--- config.mk ---
export PLATFORM = sky130hd
export DESIGN_NAME = sha1_message_digest
export DESIGN_NICKNAME = d
export VERILOG_FILES = /design/src/design/sha1_pkg.sv /design/src/design/sha1_front.sv /design/src/design/sha1_back.sv /design/src/design/sha1_message_digest.sv
export VERILOG_INCLUDE_DIRS = /design/src /design/src/design
export SDC_FILE = /design/constraint.sdc
export NUM_CORES = 2
export LEC_CHECK = 0
export BUFFER_PORTS_ARGS = -buffer_cell sky130_fd_sc_hd__buf_2
export CAP_MARGIN = 20
export CELL_PAD_IN_SITES_DETAIL_PLACEMENT = 1
export CELL_PAD_IN_SITES_GLOBAL_PLACEMENT = 2
export CORE_MARGIN = 2
export CORE_UTILIZATION = 45
export CTS_BUF_LIST = sky130_fd_sc_hd__clkbuf_16
export CTS_CLUSTER_DIAMETER = 30
export DETAILED_ROUTE_END_ITERATION = 16
export PLACE_DENSITY = 0.93
export SETUP_SLACK_MARGIN = 0.15
export SYNTH_ARGS = -nofsm -noshare
export SYNTH_HDL_FRONTEND = slang
export SYNTH_SLANG_ARGS = --single-unit
--- constraint.sdc ---
create_clock -name clk -period 10.7 [get_ports clk]
set_input_delay 2.14 -clock clk [delete_from_list [all_inputs] [get_ports clk]]
set_output_delay 2.14 -clock clk [all_outputs]
set_load 0.05 [all_outputs]
--- src/design/sha1_message_digest_assert.svh ---
// Assertion macros used by sha1_back.
`ifndef SHA1_MESSAGE_DIGEST_ASSERT_SVH
`define SHA1_MESSAGE_DIGEST_ASSERT_SVH

`define SHA_ASSERT_IMPL(label, clk, rst_n, ante, cons) \
    label: assert property (@(posedge clk) disable iff (!rst_n) (ante) |-> (cons)) \
        else $error("assertion failed");

`define SHA_ASSERT_NEXT(label, clk, rst_n, ante, cons) \
    label: assert property (@(posedge clk) disable iff (!rst_n) (ante) |=> (cons)) \
        else $error("assertion failed");

`endif

--- src/design/sha1_pkg.sv ---
package sha1_pkg;
    localparam int QDepth = 4;
    localparam int QAw = 2;
    localparam logic [31:0] H0 = 32'h67452301;
    localparam logic [31:0] H1 = 32'hefcdab89;
    localparam logic [31:0] H2 = 32'h98badcfe;
    localparam logic [31:0] H3 = 32'h10325476;
    localparam logic [31:0] H4 = 32'hc3d2e1f0;

    typedef struct packed {
        logic [7:0] data;
        logic       has_byte;
        logic       is_last;
    } item_t;

    function automatic logic [31:0] rotl(input logic [31:0] x, input int n);
        rotl = (x << n) | (x >> (32 - n));
    endfunction
endpackage

--- src/design/sha1_front.sv ---
module sha1_front (
    input  logic           clk,
    input  logic           rst_n,
    input  logic           push,
    output logic           full,
    input  logic [7:0]     message_byte,
    input  logic           has_byte,
    input  logic           is_last,
    output logic           q_valid,
    output sha1_pkg::item_t q_item,
    input  logic           q_take
);
    sha1_pkg::item_t mem_reg [sha1_pkg::QDepth];
    logic [sha1_pkg::QAw-1:0] wr_reg, rd_reg;
    logic [sha1_pkg::QAw:0] cnt_reg;
    logic wr, rd;

    assign full = (cnt_reg == 3'(sha1_pkg::QDepth));
    // Items with no byte that are not last change nothing, so they are dropped here.
    assign wr = push && !full && (has_byte || is_last);
    assign q_valid = (cnt_reg != '0);
    assign q_item = mem_reg[rd_reg];
    assign rd = q_valid && q_take;

    always_ff @(posedge clk or negedge rst_n)
    begin
        if (!rst_n)
        begin
            wr_reg <= '0;
            rd_reg <= '0;
            cnt_reg <= '0;
        end
        else
        begin
            if (wr) wr_reg <= wr_reg + 1'b1;
            if (rd) rd_reg <= rd_reg + 1'b1;
            cnt_reg <= cnt_reg + (wr ? 3'd1 : 3'd0) - (rd ? 3'd1 : 3'd0);
        end
    end

    always_ff @(posedge clk)
    begin
        if (wr) mem_reg[wr_reg] <= '{data: message_byte, has_byte: has_byte, is_last: is_last};
    end
endmodule

--- src/design/sha1_back.sv ---
`include "sha1_message_digest_assert.svh"
module sha1_back (
    input  logic            clk,
    input  logic            rst_n,
    input  logic            q_valid,
    input  sha1_pkg::item_t q_item,
    output logic            q_take,
    output logic            empty,
    input  logic            pop,
    output logic [31:0]     digest_word,
    output logic [2:0]      word_index,
    output logic            last_word
);
    typedef enum logic [5:0] {
        S_IDLE  = 6'b000001,
        S_PAD   = 6'b000010,
        S_LEN   = 6'b000100,
        S_ROUND = 6'b001000,
        S_ADD   = 6'b010000,
        S_OUT   = 6'b100000
    } state_t;

    state_t state_reg;
    logic [31:0] w_reg [16];
    logic [31:0] h_reg [5];
    logic [31:0] a_reg, b_reg, c_reg, d_reg, e_reg;
    logic [60:0] count_reg;
    logic [5:0]  fill_reg;
    logic [6:0]  t_reg;
    logic        final_reg;
    logic [2:0]  out_reg;
    logic        pad_reg;

    logic [31:0] w_t, w_new, f, k, tmp;
    logic [63:0] bits;
    logic        putb;
    logic [7:0]  pbyte;

    assign bits = {count_reg, 3'b000};
    assign w_new = sha1_pkg::rotl(w_reg[13] ^ w_reg[8] ^ w_reg[2] ^ w_reg[0], 1);
    assign w_t = (t_reg < 7'd16) ? w_reg[0] : w_new;

    always_comb
    begin
        if (t_reg < 7'd20)
        begin
            f = (b_reg & c_reg) ^ (~b_reg & d_reg);
            k = 32'h5a827999;
        end
        else if (t_reg < 7'd40)
        begin
            f = b_reg ^ c_reg ^ d_reg;
            k = 32'h6ed9eba1;
        end
        else if (t_reg < 7'd60)
        begin
            f = (b_reg & c_reg) ^ (b_reg & d_reg) ^ (c_reg & d_reg);
            k = 32'h8f1bbcdc;
        end
        else
        begin
            f = b_reg ^ c_reg ^ d_reg;
            k = 32'hca62c1d6;
        end
    end
    assign tmp = sha1_pkg::rotl(a_reg, 5) + f + e_reg + k + w_t;

    assign q_take = (state_reg == S_IDLE) && q_valid;
    assign putb = q_take && q_item.has_byte;
    assign pbyte = (state_reg == S_PAD) ? 8'h80 : q_item.data;
    assign empty = (state_reg != S_OUT);
    assign digest_word = h_reg[out_reg];
    assign word_index = out_reg;
    assign last_word = (out_reg == 3'd4);

    always_ff @(posedge clk or negedge rst_n)
    begin
        if (!rst_n)
        begin
            state_reg <= S_IDLE;
            count_reg <= '0;
            fill_reg <= '0;
            t_reg <= '0;
            final_reg <= 1'b0;
            pad_reg <= 1'b0;
            out_reg <= '0;
            h_reg <= '{sha1_pkg::H0, sha1_pkg::H1, sha1_pkg::H2, sha1_pkg::H3, sha1_pkg::H4};
            for (int i = 0; i < 16; i++) w_reg[i] <= '0;
            {a_reg, b_reg, c_reg, d_reg, e_reg} <= '0;
        end
        else
        begin
            unique case (state_reg)
                S_IDLE:
                begin
                    if (q_take)
                    begin
                        if (putb)
                        begin
                            w_reg[fill_reg[5:2]] <= w_reg[fill_reg[5:2]]
                                | ({24'd0, pbyte} << (5'd8 * (5'd3 - {3'd0, fill_reg[1:0]})));
                            count_reg <= count_reg + 61'd1;
                            fill_reg <= fill_reg + 6'd1;
                        end
                        final_reg <= q_item.is_last;
                        pad_reg <= 1'b0;
                        if (putb && fill_reg == 6'd63)
                        begin
                            state_reg <= S_ROUND;
                            t_reg <= '0;
                            {a_reg, b_reg, c_reg, d_reg, e_reg} <=
                                {h_reg[0], h_reg[1], h_reg[2], h_reg[3], h_reg[4]};
                        end
                        else if (q_item.is_last)
                            state_reg <= S_PAD;
                    end
                end
                S_PAD:
                begin
                    w_reg[fill_reg[5:2]] <= w_reg[fill_reg[5:2]]
                        | ({24'd0, pbyte} << (5'd8 * (5'd3 - {3'd0, fill_reg[1:0]})));
                    fill_reg <= fill_reg + 6'd1;
                    pad_reg <= 1'b1;
                    if (fill_reg > 6'd55)
                    begin
                        state_reg <= S_ROUND;
                        t_reg <= '0;
                        {a_reg, b_reg, c_reg, d_reg, e_reg} <=
                            {h_reg[0], h_reg[1], h_reg[2], h_reg[3], h_reg[4]};
                    end
                    else
                        state_reg <= S_LEN;
                end
                S_LEN:
                begin
                    w_reg[14] <= bits[63:32];
                    w_reg[15] <= bits[31:0];
                    fill_reg <= '0;
                    final_reg <= 1'b0;
                    state_reg <= S_ROUND;
                    t_reg <= '0;
                    pad_reg <= 1'b1;
                    {a_reg, b_reg, c_reg, d_reg, e_reg} <=
                        {h_reg[0], h_reg[1], h_reg[2], h_reg[3], h_reg[4]};
                end
                S_ROUND:
                begin
                    for (int i = 0; i < 15; i++) w_reg[i] <= w_reg[i+1];
                    w_reg[15] <= w_t;
                    e_reg <= d_reg;
                    d_reg <= c_reg;
                    c_reg <= sha1_pkg::rotl(b_reg, 30);
                    b_reg <= a_reg;
                    a_reg <= tmp;
                    t_reg <= t_reg + 7'd1;
                    if (t_reg == 7'd79) state_reg <= S_ADD;
                end
                S_ADD:
                begin
                    h_reg[0] <= h_reg[0] + a_reg;
                    h_reg[1] <= h_reg[1] + b_reg;
                    h_reg[2] <= h_reg[2] + c_reg;
                    h_reg[3] <= h_reg[3] + d_reg;
                    h_reg[4] <= h_reg[4] + e_reg;
                    for (int i = 0; i < 16; i++) w_reg[i] <= '0;
                    fill_reg <= '0;
                    if (final_reg && !pad_reg)
                        state_reg <= S_PAD;
                    else if (final_reg)
                        state_reg <= S_LEN;
                    else if (pad_reg)
                    begin
                        state_reg <= S_OUT;
                        out_reg <= '0;
                    end
                    else
                        state_reg <= S_IDLE;
                end
                S_OUT:
                begin
                    if (pop)
                    begin
                        out_reg <= out_reg + 3'd1;
                        if (out_reg == 3'd4)
                        begin
                            state_reg <= S_IDLE;
                            h_reg <= '{sha1_pkg::H0, sha1_pkg::H1, sha1_pkg::H2,
                                       sha1_pkg::H3, sha1_pkg::H4};
                            count_reg <= '0;
                            fill_reg <= '0;
                        end
                    end
                end
                default: state_reg <= S_IDLE;
            endcase
        end
    end

    `SHA_ASSERT_IMPL(a_out_range, clk, rst_n, !empty, out_reg <= 3'd4)
    `SHA_ASSERT_IMPL(a_take_idle, clk, rst_n, q_take, empty)
    `SHA_ASSERT_NEXT(a_round_end, clk, rst_n, state_reg == S_ROUND && t_reg == 7'd79,
        state_reg == S_ADD)
endmodule

--- src/design/sha1_message_digest.sv ---
// SHA-1 digest of a byte message, one byte per item.
// Input queue side: drive message_byte, has_byte and is_last with push; an
// item is taken at a clock edge with push high and full low. Mark the last
// item with is_last; has_byte low on it ends the message without a byte.
// Result queue side: while empty is low, digest_word, word_index and
// last_word show the next digest word, taken with pop. Five words follow
// each last item, word 0 most significant, last_word high on word 4.
// A four-entry item queue parts the input from the compression engine.
// The engine takes bytes from the queue while idle; each full 64-byte
// block then runs its rounds and update in the single shared round unit,
// and no item is taken meanwhile. After the last item the engine adds the
// pad byte and the length, with a second block when padding needs one or
// the last byte fills a block. The digest words can then be taken one per
// cycle while pop stays high. A stalled result holds the engine; the input
// queue keeps taking items until it is full. Reset clears the queue and
// returns the chaining state to the standard initial values.
module sha1_message_digest (
    input  logic        clk,
    input  logic        rst_n,
    input  logic        push,
    output logic        full,
    input  logic [7:0]  message_byte,
    input  logic        has_byte,
    input  logic        is_last,
    output logic        empty,
    input  logic        pop,
    output logic [31:0] digest_word,
    output logic [2:0]  word_index,
    output logic        last_word
);
    logic q_valid, q_take;
    sha1_pkg::item_t q_item;

    sha1_front u_front (
        .clk(clk), .rst_n(rst_n), .push(push), .full(full),
        .message_byte(message_byte), .has_byte(has_byte), .is_last(is_last),
        .q_valid(q_valid), .q_item(q_item), .q_take(q_take)
    );

    sha1_back u_back (
        .clk(clk), .rst_n(rst_n), .q_valid(q_valid), .q_item(q_item),
        .q_take(q_take), .empty(empty), .pop(pop), .digest_word(digest_word),
        .word_index(word_index), .last_word(last_word)
    );
endmodule

==> results.md <==
* Skew final at 0.0631 ns
* Type of the worst setup path: reg2reg
* Initial antenna violation count at 3
* Vias per inst at 6.67
* First-pass GRT wire length at 361000 um
* Rows at 133
* CTS tree: yes
* Final HPWL DP at 145000 um
* Synth Area in Compound Gates at 22.0%
* CTS max path bufs at 4
* Drt pass-1 iters at 6
* Avg Inst Size Synth at 9.51 um^2
* Layout fillers at 14500
* Outcome: finished clean
* Sequential share of the synthesized area at 40.8%
* Final Setup Violations at 0
* Top cell type by total area after synthesis: dfrtp_1
* Layout Area Growth over Synthesis at 17.6%
* GRT Total Usage at 34.5%
* Main combinational cell family by area after synthesis: compound AO/OA/AOI/OAI gates
* Core region area at 132000 um^2
* Die X at 369 um
* Die ar. at 136000 um^2
* Final ANT Viol Nets at 0
* Netlist cell types at 77
* Largest net degree at the start of global routing at 202
* Multi-input gate area at 33200 um^2
* IO Count at 52
* Final worst path period share at 69.0%
* CP startpoint kind: flop
* Layout cell share with drive strength beyond 1 at 14.0%
* Clk Latency, worst-skew pair at 0.90 ns
* Hold Buf Count CTS at 0
* Post-Synth Adder-Cell Area at 8.35%
* WL per Instance at 28.7 um
* DRT Wirelength at 236000 um
* Most frequent cell after synthesis: nor2_1
* Synth warn at 0
* Maximum clock frequency at 0.135 GHz
* Setup bufs post-CTS at 0
* Area of the mapped netlist at 59900 um^2
* Flops & latches, synth at 964
* Port Buffers at 51
* Routed via count at 55000
* Crit path max fanout at 19
* Mapped Cells at 6300
* Die height at 369 um
* Number of flops mapped to enable cells by yosys at 40
* Number of global-route vias before repair at 58200
* WP data arrival at 8.11 ns
* Maxcap violations at 0
* Final Hold Vio Count at 0
* Initial Utilization at 45.5%
* Root Driver: clkbuf_16
* DR DRC count at 0
* Post-synthesis mux area share at 8.16%
* CP max stage delay at 0.70 ns
* GRT overflow at 0
* Total negative slack at 0 ns
* Register area at 24400 um^2
* Nets at 6641
* Post-Synth Simple-Gate Area at 11.9%
* Top cells by area, synth: dfrtp_1, mux4_2, a22oi_1, nor2_1, a21oi_1
* RSZ-0062 raised after global routing: no
* Highest-delay cell along the critical path: a41oi_1
* Slew margin rel. at 14.0%
* Share of the synthesized area in the top cell type at 35.2%
* Slew Viols, Final at 0
* H-tree depth at 5
* Crit path time final at 7.39 ns
* TritonCTS Buffers at 274
* Clock Pin Slew Worst Setup and Hold Paths at 0.05 ns
* Synth cell count leaders: nor2_1, dfrtp_1, a21oi_1, a22oi_1, nand2_1
* Post-synthesis xor/xnor area fraction at 4.44%
* Post_cts resized at 0
* Cell Chain, Critical Path: a41oi_1 > nand2_1 > buf_4 > inv_1 > nor2_1 > buf_4 > a221o_1 > fa_1 > inv_1 > fa_1 > fa_1 > inv_1 > ha_1 > nor2b_1 > o31ai_1 > a31oi_1 > o41ai_1 > or3b_2 > a41oi_1 > a21oi_1 > a31o_2 > xnor2_1 > o21ai_0
* Worst Max-Slew Pin Slew at 1.26 ns
* Post-synthesis async set-or-reset flop share at 95.9%
* Hold crit path type: reg2reg
* Synthesized netlist net count at 6642
* Crit. End Element: flop
* Top FF cell, synth: dfrtp_1
* Initial drt markers at 5994
* CTS sink count at 964
* Global placement routability congestion at 0.914
* Reg2reg setup slack at 3.31 ns
* Critical Path RT at 11.42 ns
critical path: cells and delay by family (launching register included):
kind	cells	cell delay (ns)
compound gates	9	3.09
xor+xnor	1	0.15
fa+ha+maj	4	1.84
buf+inv	5	0.74
flops	1	0.50
simple gates	4	0.89
routing by layer:
metal | wire length [um] | global-route usage [%]
met1 | 94700 | 44.9
met2 | 109000 | 53.9
met4 | 12400 | 17.8
met3 | 20100 | 7.88
met5 | 73 | 0
path summary, 6_finish.rpt:
kind | to | startpoint | cells past startpoint
max | u_back.a_reg[31] | u_back.t_reg[4] | 23
min | flop | flop | 2
max reg2reg | u_back.a_reg[31] | u_back.t_reg[4] | 23
min reg2reg | flop | flop | 2
max in group asynchronous | asynchronous set/reset pin | rst_n | 3
min in group asynchronous | u_back.h_reg[57] | rst_n | 1
per-stage QoR:
stage          setup WS, ns  instances  instance area [um^2]  hold WS [ns]  utilization (%)
2_1_floorplan          4.46       6300                 59900         0.465                -
6_report               3.31       8246                 70500         0.506             53.5
3_3_place_gp           3.68       7765                 61800         0.482             46.9
5_1_grt                2.97       8245                 70500         0.533             53.5
3_5_place_dp           3.56       7773                 61900         0.495             47.0
4_1_cts                3.42       8240                 70400         0.506             53.4
layout make-up:
type / count / share of cell area, %
Antenna cell: 1 / 0.00355
Clock buffer: 285 / 10.1
Clock inverter: 182 / 1.95
Inverter: 249 / 1.33
Multi-Input combinational cell: 4644 / 47.0
Sequential cell: 964 / 34.7
Tap cell: 1755 / 3.11
Timing Repair Buffer: 166 / 1.79
placed cells by master (no fill, tap or decap), types with 45 or more instances in the layout:
cell         n
inv_1      291
buf_4       99
mux4_2     202
o21ai_0    392
nor2_1     902
clkinv_1    46
clkbuf_16  285
nand2_1    435
fa_1       120
xor2_1     108
nand3_1     69
clkinv_2    50
xnor2_1    196
o21bai_1    45
a22oi_1    461
dfstp_2     81
a21oi_1    636
nor3_1      46
dfrtp_1    837
a221oi_1    45
buf_2       51
o22ai_1    138
ha_1       208
a21o_1      85
cell families (layout without fill, tap and decap cells):
| logic type | after synthesis | after routing |
|---|---|---|
| multiplexers | 236 | 236 |
| adder cells (fa/ha/maj) | 328 | 328 |
| XOR/XNOR | 304 | 304 |
| AND/OR/NAND/NOR | 1696 | 1696 |
| buffers and inverters | 692 | 882 |
| other | 0 | 1 |
| flip-flops | 964 | 964 |
| AO/OA/AOI/OAI | 2080 | 2080 |
Power is left out: the tool's default activity adds up to more than one toggle a clock period on the data nets, which glitch-free logic cannot reach.
